<file path="src/rhc_pkg.sv">
// ----------------------------------------------------------------------------
// rhc_pkg
// Shared types for the rgb / hsv / hsl colour converter.
// ----------------------------------------------------------------------------
package rhc_pkg;

    // conversion selected by the mode register
    typedef enum logic [1:0] {
        MODE_RGB_HSV = 2'd0,
        MODE_HSV_RGB = 2'd1,
        MODE_RGB_HSL = 2'd2,
        MODE_HSL_RGB = 2'd3
    } t_mode;

    // number of lanes through the divider
    localparam int LANES = 3;

endpackage

</file>
<file path="src/rhc_out.sv">
// ----------------------------------------------------------------------------
// rhc_out
// Rounding, saturation and result selection, ending in the output register.
// ----------------------------------------------------------------------------
module rhc_out #(
    parameter int COMPONENT_BITS = 16
) (
    input  logic                                          i_clk,
    input  logic                                          i_rst_n,
    input  logic                                          i_valid,
    output logic                                          o_ready,
    input  logic [rhc_pkg::LANES-1:0][COMPONENT_BITS-1:0] i_quo,
    input  logic [rhc_pkg::LANES-1:0][2*COMPONENT_BITS:0] i_rem,
    input  logic [rhc_pkg::LANES-1:0][2*COMPONENT_BITS:0] i_dvs,
    input  logic [2*COMPONENT_BITS+5:0]                   i_side,
    output logic                                          o_valid,
    input  logic                                          i_stall,
    output logic [COMPONENT_BITS-1:0]                     o_first,
    output logic [COMPONENT_BITS-1:0]                     o_second,
    output logic [COMPONENT_BITS-1:0]                     o_third
);

    localparam int W  = COMPONENT_BITS;
    localparam int NL = rhc_pkg::LANES;
    localparam logic [W-1:0] MAXV = {W{1'b1}};

    logic [NL-1:0][W:0]   r_rq;
    logic [NL-1:0][W:0]   n_rq;
    logic [2*W+5:0]       r_side;
    logic                 r_va;
    logic [NL-1:0][W-1:0] r_res;
    logic [NL-1:0][W-1:0] n_res;
    logic                 r_vb;
    logic                 ld_a;
    logic                 ld_b;

    assign ld_b    = !r_vb || !i_stall;
    assign ld_a    = !r_va || ld_b;
    assign o_ready = ld_a;
    assign o_valid = r_vb;

    // round to nearest: up when twice the remainder reaches the divisor, or exceeds it on a lane that subtracts
    always_comb begin
        logic up;
        for (int k = 0; k < NL; k++) begin
            if (i_side[2*W+k]) begin
                up = ({i_rem[k], 1'b0} > {1'b0, i_dvs[k]});
            end else begin
                up = ({i_rem[k], 1'b0} >= {1'b0, i_dvs[k]});
            end
            n_rq[k] = {1'b0, i_quo[k]} + {{W{1'b0}}, up};
        end
    end

    // saturate and pick the result per conversion
    always_comb begin
        rhc_pkg::t_mode     mode;
        logic               zero;
        logic [W-1:0]       xv;
        logic [W-1:0]       thr;
        logic [W-1:0]       satq;
        logic [W-1:0]       satv;
        logic signed [W+1:0] v;
        mode = rhc_pkg::t_mode'(r_side[2*W+5:2*W+4]);
        zero = r_side[2*W+3];
        xv   = r_side[2*W-1:W];
        thr  = r_side[W-1:0];
        for (int k = 0; k < NL; k++) begin
            satq = r_rq[k][W] ? MAXV : r_rq[k][W-1:0];
            if (r_side[2*W+k]) begin
                v = $signed({2'b00, xv}) - $signed({1'b0, r_rq[k]});
            end else begin
                v = $signed({2'b00, xv}) + $signed({1'b0, r_rq[k]});
            end
            if (v < 0) begin
                satv = '0;
            end else if (v > $signed({2'b00, MAXV})) begin
                satv = MAXV;
            end else begin
                satv = v[W-1:0];
            end
            case (mode)
                rhc_pkg::MODE_RGB_HSV,
                rhc_pkg::MODE_RGB_HSL: begin
                    if (k == NL - 1) begin
                        n_res[k] = thr;
                    end else begin
                        n_res[k] = zero ? '0 : satq;
                    end
                end
                rhc_pkg::MODE_HSV_RGB: n_res[k] = satq;
                rhc_pkg::MODE_HSL_RGB: n_res[k] = satv;
                default:               n_res[k] = satq;
            endcase
        end
    end

    // valid bits
    always_ff @(posedge i_clk) begin
        if (!i_rst_n) begin
            r_va <= 1'b0;
            r_vb <= 1'b0;
        end else begin
            if (ld_a) begin
                r_va <= i_valid;
            end
            if (ld_b) begin
                r_vb <= r_va;
            end
        end
    end

    // payload
    always_ff @(posedge i_clk) begin
        if (ld_a) begin
            r_rq   <= n_rq;
            r_side <= i_side;
        end
        if (ld_b) begin
            r_res <= n_res;
        end
    end

    assign o_first  = r_res[0];
    assign o_second = r_res[1];
    assign o_third  = r_res[2];

endmodule

</file>
<file path="config.mk">
export PLATFORM = sky130hd
export DESIGN_NAME = rhc_out
export DESIGN_NICKNAME = d
export VERILOG_FILES = /design/src/rhc_pkg.sv /design/src/rhc_out.sv
export SDC_FILE = /design/constraint.sdc
export NUM_CORES = 1
export LEC_CHECK = 0
export BUFFER_PORTS_ARGS = -buffer_cell sky130_fd_sc_hd__buf_2
export CORE_ASPECT_RATIO = 0.8
export CORE_MARGIN = 4
export CORE_UTILIZATION = 40
export CTS_CLUSTER_DIAMETER = 40
export DETAILED_ROUTE_END_ITERATION = 7
export PLACE_DENSITY = 0.68
export SYNTH_ARGS = -nofsm -noshare
export SYNTH_HDL_FRONTEND = slang
export SYNTH_SLANG_ARGS = --single-unit
</file>
<file path="constraint.sdc">
create_clock -name i_clk -period 4.35 [get_ports i_clk]
set_input_delay 0.87 -clock i_clk [delete_from_list [all_inputs] [get_ports i_clk]]
set_output_delay 0.87 -clock i_clk [all_outputs]
set_load 0.03 [all_outputs]
</file>
==> results of run 1 <==
metal layers:
layer  up-vias  global-route usage (%)
li1       5276                       -
met1      4841                   28.50
met2       390                   34.44
met3        47                   4.359
met4         4                   4.259
met5         -                       0
layout make-up:
cell class              count  area, µm²  share of cell area, %
clock inverters            15      203.9                  1.395
inverters                 126      473.0                  3.234
multi-input cells         964       7078                  48.40
flip-flops and latches    139       4154                  28.41
clock buffers              17      425.4                  2.909
repair buffers            354       1827                  12.49
well taps                 370      462.9                  3.166
cells in the mapped netlist, types with 23 or more instances:
cell type / n
nor3_1: 29
edfxtp_1: 137
nand4_1: 30
o22ai_1: 32
xor2_1: 23
nor2_1: 151
a21o_1: 54
ha_1: 153
o21ai_0: 45
a21oi_1: 90
nand3_1: 28
xnor2_1: 96
nand2_1: 33
inv_1: 126
through the flow:
| step | hold WS [ns] | cell area [µm²] | setup slack (ns) | util, % |
|---|---|---|---|---|
| after floorplan | 0.4592 | 11790 | 0.03860 | - |
| after global placement | 0.5357 | 13950 | 0.2627 | 48.63 |
| after detailed placement | 0.5372 | 13950 | 0.02860 | 48.63 |
| after CTS | 0.5454 | 14580 | 0.004786 | 50.82 |
| after global routing | 0.5801 | 14620 | 0.03642 | 50.96 |
| final | 0.5405 | 14620 | 0.2895 | 50.96 |
tightest hold or removal path: cells and delay by family, from the launching register on:
kind / cells / cell delay [ns]
flops: 1 / 0.33
compound gates: 1 / 0.12
simple gates: 1 / 0.05
sequential cells by signal, indices dropped and copies added, names as in the netlist:
| register | count |
|---|---|
| o_first | 16 |
| r_rq | 51 |
| o_valid | 1 |
| r_va | 1 |
| o_second | 16 |
| r_side | 38 |
| o_third | 16 |
power by group:
| group | switching (mW) | internal, mW |
|---|---|---|
| registers | 0.111 | 1.63 |
| clock network | 0.547 | 1.01 |
| logic | 0.983 | 0.736 |
timing repair:
item	CTS	global route
setup endpoints to repair	0	20
hold buffers	0	0
gates resized for setup	0	4
setup buffers	0	1
cell usage in the layout, fill, tap and decap left out, drive strengths merged, types with 9 or more instances in the layout:
master  count
nand2      33
inv       126
clkinv      9
edfxtp    137
nor2b      16
o21ai      61
o21a       16
mux2i      18
nand2b     10
xor2       24
nor2      151
a211oi      9
nor3       29
a21o       54
xnor2      98
ha        153
clkbuf     17
a21oi      91
nand4      30
a31oi       9
o22ai      32
nand3      28
buf       354
and3       11
cell families (layout without fill, tap and decap cells):
| group | count (synthesis) | after routing | share of synthesized area (%) |
|---|---|---|---|
| fa+ha+maj | 156 | 156 | 16.74 |
| buf+inv | 153 | 512 | 5.082 |
| simple gates | 350 | 350 | 14.61 |
| compound gates | 318 | 318 | 17.40 |
| flops | 139 | 139 | 35.23 |
| xor+xnor | 122 | 122 | 9.348 |
| mux | 18 | 18 | 1.592 |
final timing paths:
path	startpoint	to	slack [ns]	cells past startpoint
worst max-delay path	r_rq[35]	o_third[5]	0.29	15
worst max register to register	r_rq[35]	o_third[5]	0.29	15
worst min register to register	r_va	o_valid	0.54	2
worst min-delay path	r_va	o_valid	0.54	2
==> flow_summary.toml, run 1 <==
[critical_path]
critPathTopFamily = "simple AND/OR/NAND/NOR gates"
slowest_delay_ns = 0.69
start_kind = "flip-flop"
required_ns = 4.60
critical_path_peak_fanout = 16
cpMostUsedCell = "ha_1"
path_class = "reg -> reg"
critPathBufInv = 2
path_cells = "inv_1, ha_1, or4b_2, nor2_1, a21oi_1, xnor2_1, ha_1, a211o_1, or3_1, nor3_2, o31a_1, nor3_1, nand3b_2, buf_4, o21ai_0"
critPathCaptureType = "flip-flop"
crit_arrival_ns = 4.31
slowest_stage = "or4b_2"

[cts]
h-tree-depth = 4
cts_sinks = 139
clk_pin_slew_ns = 0.06
tritoncts = "built"
cts_buffers = 17
root_buffer = "clkbuf_16"
clk-insertion-delay-late_ns = 0.42
clock_path_buffers = 2

[logic_synthesis]
synth_area_um2 = 11790
synthTopCellsByArea = "edfxtp_1, ha_1, xnor2_1"
synth.top_cell.area_share_pct = 34.89
synth_edf_count = 137
synthArstFlopShare_pct = 0
ys_seq_area_share_pct = 35.23
ys.warnings.count = 0
syn_area_per_cell_um2 = 9.389
synth.net_count = 1700
synth_seq_cells = 139
synth_cells = 1256
synth_top_area_cell = "edfxtp_1"
synth-main-ff-cell = "edfxtp_1"
ys_types = 69

[power_and_ir_drop]
power_density_nw_per_um2 = 342.8
power.total_mw = 5.012
p_leak_nw = 7.018
vdd_drop_max_uv = 295.9

[cells_and_area]
n_fill_cell = 2653
fin_nets = 2046
num_antenna_cells = 0
syn2layout_area_growth_pct = 24.01
final_layout_size_suffix_gt1_share_pct = 25.63
final_cells = 1985

[floorplanning]
ios = 338
die_w_um = 200.0
core_area_um2 = 28700
rows = 55
die_area_um2 = 32310
fp.dieH_um = 161.6
start_util_pct = 41.09

[timing]
worst_pin_slew_ns = 1.054
fin_crit_sh_pct = 93.35
finalHoldViolCount = 0
fin_tns_setup_ns = 0
max_slew_margin_pct = 29.74
max_freq_mhz = 246.3
setup_viol = 0
rsz0062_at_grt = "false"
clock_skew_ns = 0.007729
period_minus_slack_ns = 4.061
drv_slew = 0

[placement]
dp.cells = 1952
port_buffers = 337
hpwl_mm = 28.79
gp_congestion = 0.9622

[run]
drv_cap = 0

[global_routing]
grt_pass1_vias = 10350
grt-ovfl-total = 0
grt_pass1_wl_mm = 53.69
grt_antenna_before_repair = 2
grtUsageTotal_pct = 20.89
grt_start_max_net_pins = 61

[detailed_routing]
routed.top_layer = "met5"
met3WireLength_mm = 2.667
avgRoutedWirePerCell_um = 17.41
drt_wl_total_mm = 34.56
via_per_inst = 5.319
dr.pass1.iters = 5
antenna_left = 0
m1WireLength_mm = 15.16
wl_met2_mm = 16.18
drc = 0
vias = 10560
drtIter0Drc = 750

[min_path]
hold_class = "reg -> reg"

[status]
run_status = "completed"
(Power assumes the default switching activity.)
==> run 2, diff against run 1 <==
MAX_ROUTING_LAYER = met4   (was default)
==> flow_summary.toml, run 2 (synthesis gave the netlist of run 1 again) <==
[cts]
clk-insertion-delay-late_ns = 0.44
holdBufCountCts = 0
cts_buffers = 17
clk_pin_slew_ns = 0.06
h-tree-depth = 4
tritoncts = "built"
root_buffer = "clkbuf_16"
clock_path_buffers = 2
cts_sinks = 139

[detailed_routing]
drtIter0Drc = 798
dr.pass1.iters = 5
avgRoutedWirePerCell_um = 17.46
drt_wl_total_mm = 34.67
drc = 0
via_per_inst = 5.295
antenna_left = 0
vias = 10520

[floorplanning]
fp.dieH_um = 161.6
start_util_pct = 41.09
ios = 338
die_w_um = 200.0
core_area_um2 = 28700
rows = 55
die_area_um2 = 32310

[critical_path]
critPathBufInv = 2
critPathTopFamily = "compound AO/OA/AOI/OAI gates"
r2r-end = "o_third[13]"
cp-startpoint = "r_rq[34]"
path_class = "reg -> reg"
path_cells = "inv_1, ha_1, or4b_2, nor2_1, nor2_1, xnor2_1, ha_1, a21oi_1, o31ai_1, o311ai_2, a21oi_1, xor2_4, buf_12, a21oi_1, o21ai_2"
path_depth = 15
endpoint = "o_third[13]"
r2r_start = "r_rq[34]"
rr_worst_depth = 15
critPathCaptureType = "flip-flop"
rrSetupSlack_ns = 0.23
start_kind = "flip-flop"
critical_path_peak_fanout = 16
cpMostUsedCell = "a21oi_1"
required_ns = 4.54
crit_arrival_ns = 4.31
slowest_delay_ns = 0.69
slowest_stage = "or4b_2"

[cells_and_area]
reg_top3 = "r_rq (51), r_side (38)"
final_core_util_pct = 51.12
final_common_cell = "buf_2"
n_fill_cell = 2688
fin_nets = 2043
fin_area_um2 = 14670
top_register = "r_rq"
final_cell_mix = "buf_2, ha_1, nor2_1"
largest_reg_flops = 51
syn2layout_area_growth_pct = 24.40
final_layout_size_suffix_gt1_share_pct = 25.81
final_cells = 1986

[power_and_ir_drop]
power.total_mw = 5.126
p_leak_nw = 7.031
vdd_drop_max_uv = 298.7
power_density_nw_per_um2 = 349.4

[timing]
max_slew_margin_pct = 32.81
max_freq_mhz = 242.6
finalHoldViolCount = 0
setup_viol = 0
fin_crit_sh_pct = 94.76
fin_tns_setup_ns = 0
holdWs_ns = 0.5515
rsz0062_at_grt = "false"
period_minus_slack_ns = 4.122
drv_slew = 0
worst_pin_slew_ns = 1.008
clock_skew_ns = 0.009269
fin_ws_ns = 0.2279

[status]
run_status = "completed"

[global_routing]
grt_start_max_net_pins = 52
grtUsageMet3_pct = 4.046
grt_pass1_wl_mm = 53.21
grt-busiest-layer = "met2"
use_met2_pct = 33.29
grt_pass1_vias = 10330
grt-ovfl-total = 0
gr-usage-met1_pct = 29.00
grt_antenna_before_repair = 4
grtUsageTotal_pct = 21.48

[min_path]
hp-start = "r_va"
hold_class = "reg -> reg"

[placement]
dp.cells = 1949
place_area_um2 = 13940
gp_congestion = 0.9684
port_buffers = 337
dpl_worst_slack_ns = 0.02868
hpwl_mm = 28.71

[run]
drv_cap = 0
[run 2: changes by cell type in the layout (fill, tap and decap cells not counted), moves of 2 or more]
| cell | delta |
|---|---|
| clkinv_1 | -5 |
| diode_2 | +4 |
| clkinv_4 | +2 |
| buf_4 | -4 |
[run 2: routing by layer]
metal	vias to the layer above	wire, µm
li1	5276	-
met1	4841	15830
met2	353	15970
met3	46	2295
met4	0	578
met5	-	0
[run 2: worst register-to-register path, stage by stage, from the launching register on]
cell and delay, ns:
edfxtp_1 0.44, inv_1 0.09, ha_1 0.18, or4b_2 0.69, nor2_1 0.18, nor2_1 0.07, xnor2_1 0.13, ha_1 0.37
a21oi_1 0.11, o31ai_1 0.51, o311ai_2 0.18, a21oi_1 0.40, xor2_4 0.13, buf_12 0.17, a21oi_1 0.17, o21ai_2 0.06
[run 2: cell type report]
type / instances / area (µm²) / area share (%)
antenna: 4 / 10.01 / 0.06823
clock buffer: 17 / 425.4 / 2.900
clock inverter: 15 / 246.5 / 1.680
inverter: 126 / 473.0 / 3.224
multi-input combinational: 964 / 7082 / 48.27
sequential: 139 / 4154 / 28.32
tap: 370 / 462.9 / 3.156
timing repair buffer: 351 / 1817 / 12.38
[run 2: where the power goes]
part | internal, mW | switching (mW)
clock network | 1.08 | 0.591
logic | 0.734 | 0.983
registers | 1.63 | 0.112
total | 3.44 | 1.69
[run 2: how the worst min path moves through the flow]
stage / cells past startpoint / slack, ns / end
6_report: 2 / 0.55 / o_valid
5_1_grt: 2 / 0.57 / o_valid
4_1_cts: 2 / 0.56 / o_valid
3_5_place_dp: 2 / 0.55 / o_third[7]
3_3_place_gp: 2 / 0.53 / o_third[0]
2_1_floorplan: 2 / 0.46 / o_valid
[run 2: what timing repair did]
| action | CTS | global route |
|---|---|---|
| resized for setup | 1 | 3 |
| gates cloned | 0 | 0 |
| endpoints found under the setup margin | 15 | 16 |
| pin swaps | 0 | 1 |
| setup buffers | 0 | 1 |
==> run 3, diff against run 2 <==
ABC_AREA = 1   (was default)
PLACE_DENSITY = 0.67   (was 0.68)
==> flow_summary.toml, run 3 <==
[timing]
fin_tns_setup_ns = 0
max_freq_mhz = 261.9
fin_crit_sh_pct = 87.79
holdWs_ns = 0.4844
drv_slew = 0
fin_ws_ns = 0.5311
finalHoldViolCount = 0
rsz0062_at_grt = "false"
setup_viol = 0
max_slew_margin_pct = 23.77
worst_pin_slew_ns = 1.142
clock_skew_ns = 0.01453
period_minus_slack_ns = 3.819

[placement]
dpl_worst_slack_ns = 0.1901
hpwl_mm = 29.04
dp.cells = 2290
gp_congestion = 0.9053
port_buffers = 337

[floorplanning]
ios = 338
fp.dieH_um = 167.3
die_area_um2 = 34640
core_area_um2 = 31350
die_w_um = 207.1
rows = 58
start_util_pct = 40.46

[cts]
clk-insertion-delay-late_ns = 0.44
postCtsSetupBuffers = 0
root_buffer = "clkbuf_16"
tritoncts = "built"
holdBufCountCts = 0
cts_sinks = 139
cts-resized-gates = 0
h-tree-depth = 4
clk_pin_slew_ns = 0.07
clock_path_buffers = 2
cts_buffers = 17

[logic_synthesis]
syn_area_per_cell_um2 = 8.167
ys_types = 52
synth.top_cell.area_share_pct = 32.44
synth_edf_count = 137
synth_seq_cells = 139
synth_area_um2 = 12680
synth_cells = 1553
synth_commonest_cells = "nand2_1, inv_1, ha_1"
synthArstFlopShare_pct = 0
synth_top_area_cell = "edfxtp_1"
synth.net_count = 1997
synthTopCellsByArea = "edfxtp_1, ha_1, nand2_1"
yosysMostFrequentCell = "nand2_1"
ys_seq_area_share_pct = 32.75
synth-main-ff-cell = "edfxtp_1"
ys.warnings.count = 0

[cells_and_area]
fin_nets = 2333
final_layout_size_suffix_gt1_share_pct = 24.71
multi_input_area_um2 = 7373
final_cell_mix = "buf_2, nand2_1, inv_1"
final_cells = 2322
top_register = "r_rq"
num_antenna_cells = 0
largest_reg_flops = 51
reg_top3 = "r_rq (51), r_side (38)"
seq_area_um2 = 4154
n_fill_cell = 3069
final_common_cell = "buf_2"
syn2layout_area_growth_pct = 21.13

[critical_path]
critPathCaptureType = "flip-flop"
critical_path_peak_fanout = 15
r2r_start = "r_rq[34]"
crit_arrival_ns = 3.97
path_class = "reg -> reg"
start_kind = "flip-flop"
required_ns = 4.51
cp-startpoint = "r_rq[34]"

[global_routing]
grt-ovfl-total = 0
grt_antenna_before_repair = 0
grtUsageTotal_pct = 20.06
grt_start_max_net_pins = 58
grt_pass1_vias = 11140
grt_pass1_wl_mm = 54.96

[run]
drv_cap = 0

[detailed_routing]
avgRoutedWirePerCell_um = 14.94
drtIter0Drc = 579
via_per_inst = 4.916
drc = 0
dr.pass1.iters = 6
drt_wl_total_mm = 34.68
vias = 11420
antenna_left = 0

[min_path]
hp-start = "r_va"
hold_class = "reg -> reg"

[power_and_ir_drop]
power_density_nw_per_um2 = 320.7
p_leak_nw = 7.936
vdd_drop_max_uv = 214.1

[status]
run_status = "completed"
run 3: cell types whose count changed in the layout (fill, tap and decap cells not counted), sizes merged, moves of 30 or more:
cell,change
o22ai,-32
a21o,-49
a21oi,+30
xor2,+63
nor2,-37
nand2,+282
nand3,+42
inv,+145
xnor2,-70
o211ai,+46
run 3: cell families after synthesis:
family | after synthesis | share of synthesized area, %
flops | 139 | 32.75
compound gates | 284 | 14.23
xor+xnor | 115 | 8.000
simple gates | 567 | 20.19
buf+inv | 292 | 9.263
fa+ha+maj | 156 | 15.57
run 3: power breakdown:
group          total [mW]  switching [mW]  internal [mW]
Clock                1.48           0.626          0.854
Combinational        1.74            1.10          0.640
Sequential           1.70          0.0784           1.63
Total                4.93            1.81           3.12
run 3: area by class of cell:
type | instances | share of cell area, %
timing repair buffer | 341 | 11.17
multi-input combinational | 1122 | 47.99
sequential | 139 | 27.04
inverter | 268 | 6.548
clock buffer | 17 | 2.769
tap | 420 | 3.420
clock inverter | 15 | 1.059
run 3: worst max-delay path, stage by stage (launching register included):
cell and delay (ns):
edfxtp_1 0.43, inv_1 0.10, ha_1 0.17, nand3_1 0.11
nor2_1 0.16, nand2_1 0.12, o21ai_0 0.26, o21ai_0 0.19
xor2_1 0.18, ha_1 0.36, nand2_1 0.09, nor2_1 0.15
nand2_1 0.10, o21ai_0 0.25, nor2_1 0.08, nand2_1 0.10
nand2_2 0.27, o211ai_1 0.27, nand2_1 0.14
run 3: final timing paths:
check	slack, ns	endpoint	cells after the start
worst max-delay path	0.53	o_third[5]	18
worst min-delay path	0.48	o_valid	2
worst max register to register	0.53	o_third[5]	18
worst min register to register	0.48	o_valid	2
run 3: layer usage:
| layer | up-vias | wire length, µm | GRT usage (%) |
|---|---|---|---|
| met5 | - | 0 | - |
| met1 | 5177 | 16280 | 26.75 |
| met2 | 288 | 16090 | 32.54 |
| li1 | 5917 | - | - |
| met4 | 0 | 516 | 4.483 |
| met3 | 34 | 1795 | 3.203 |
run 3: stage by stage:
stage                     instance area (µm²)  total power, mW  util (%)
after global placement                  14780            3.440     47.13
after floorplan                         12680            2.976         -
after detailed placement                14780            3.463     47.13
after global routing                    15360            5.266     49.01
final                                   15360            4.927     49.01
after CTS                               15360            4.967     49.01
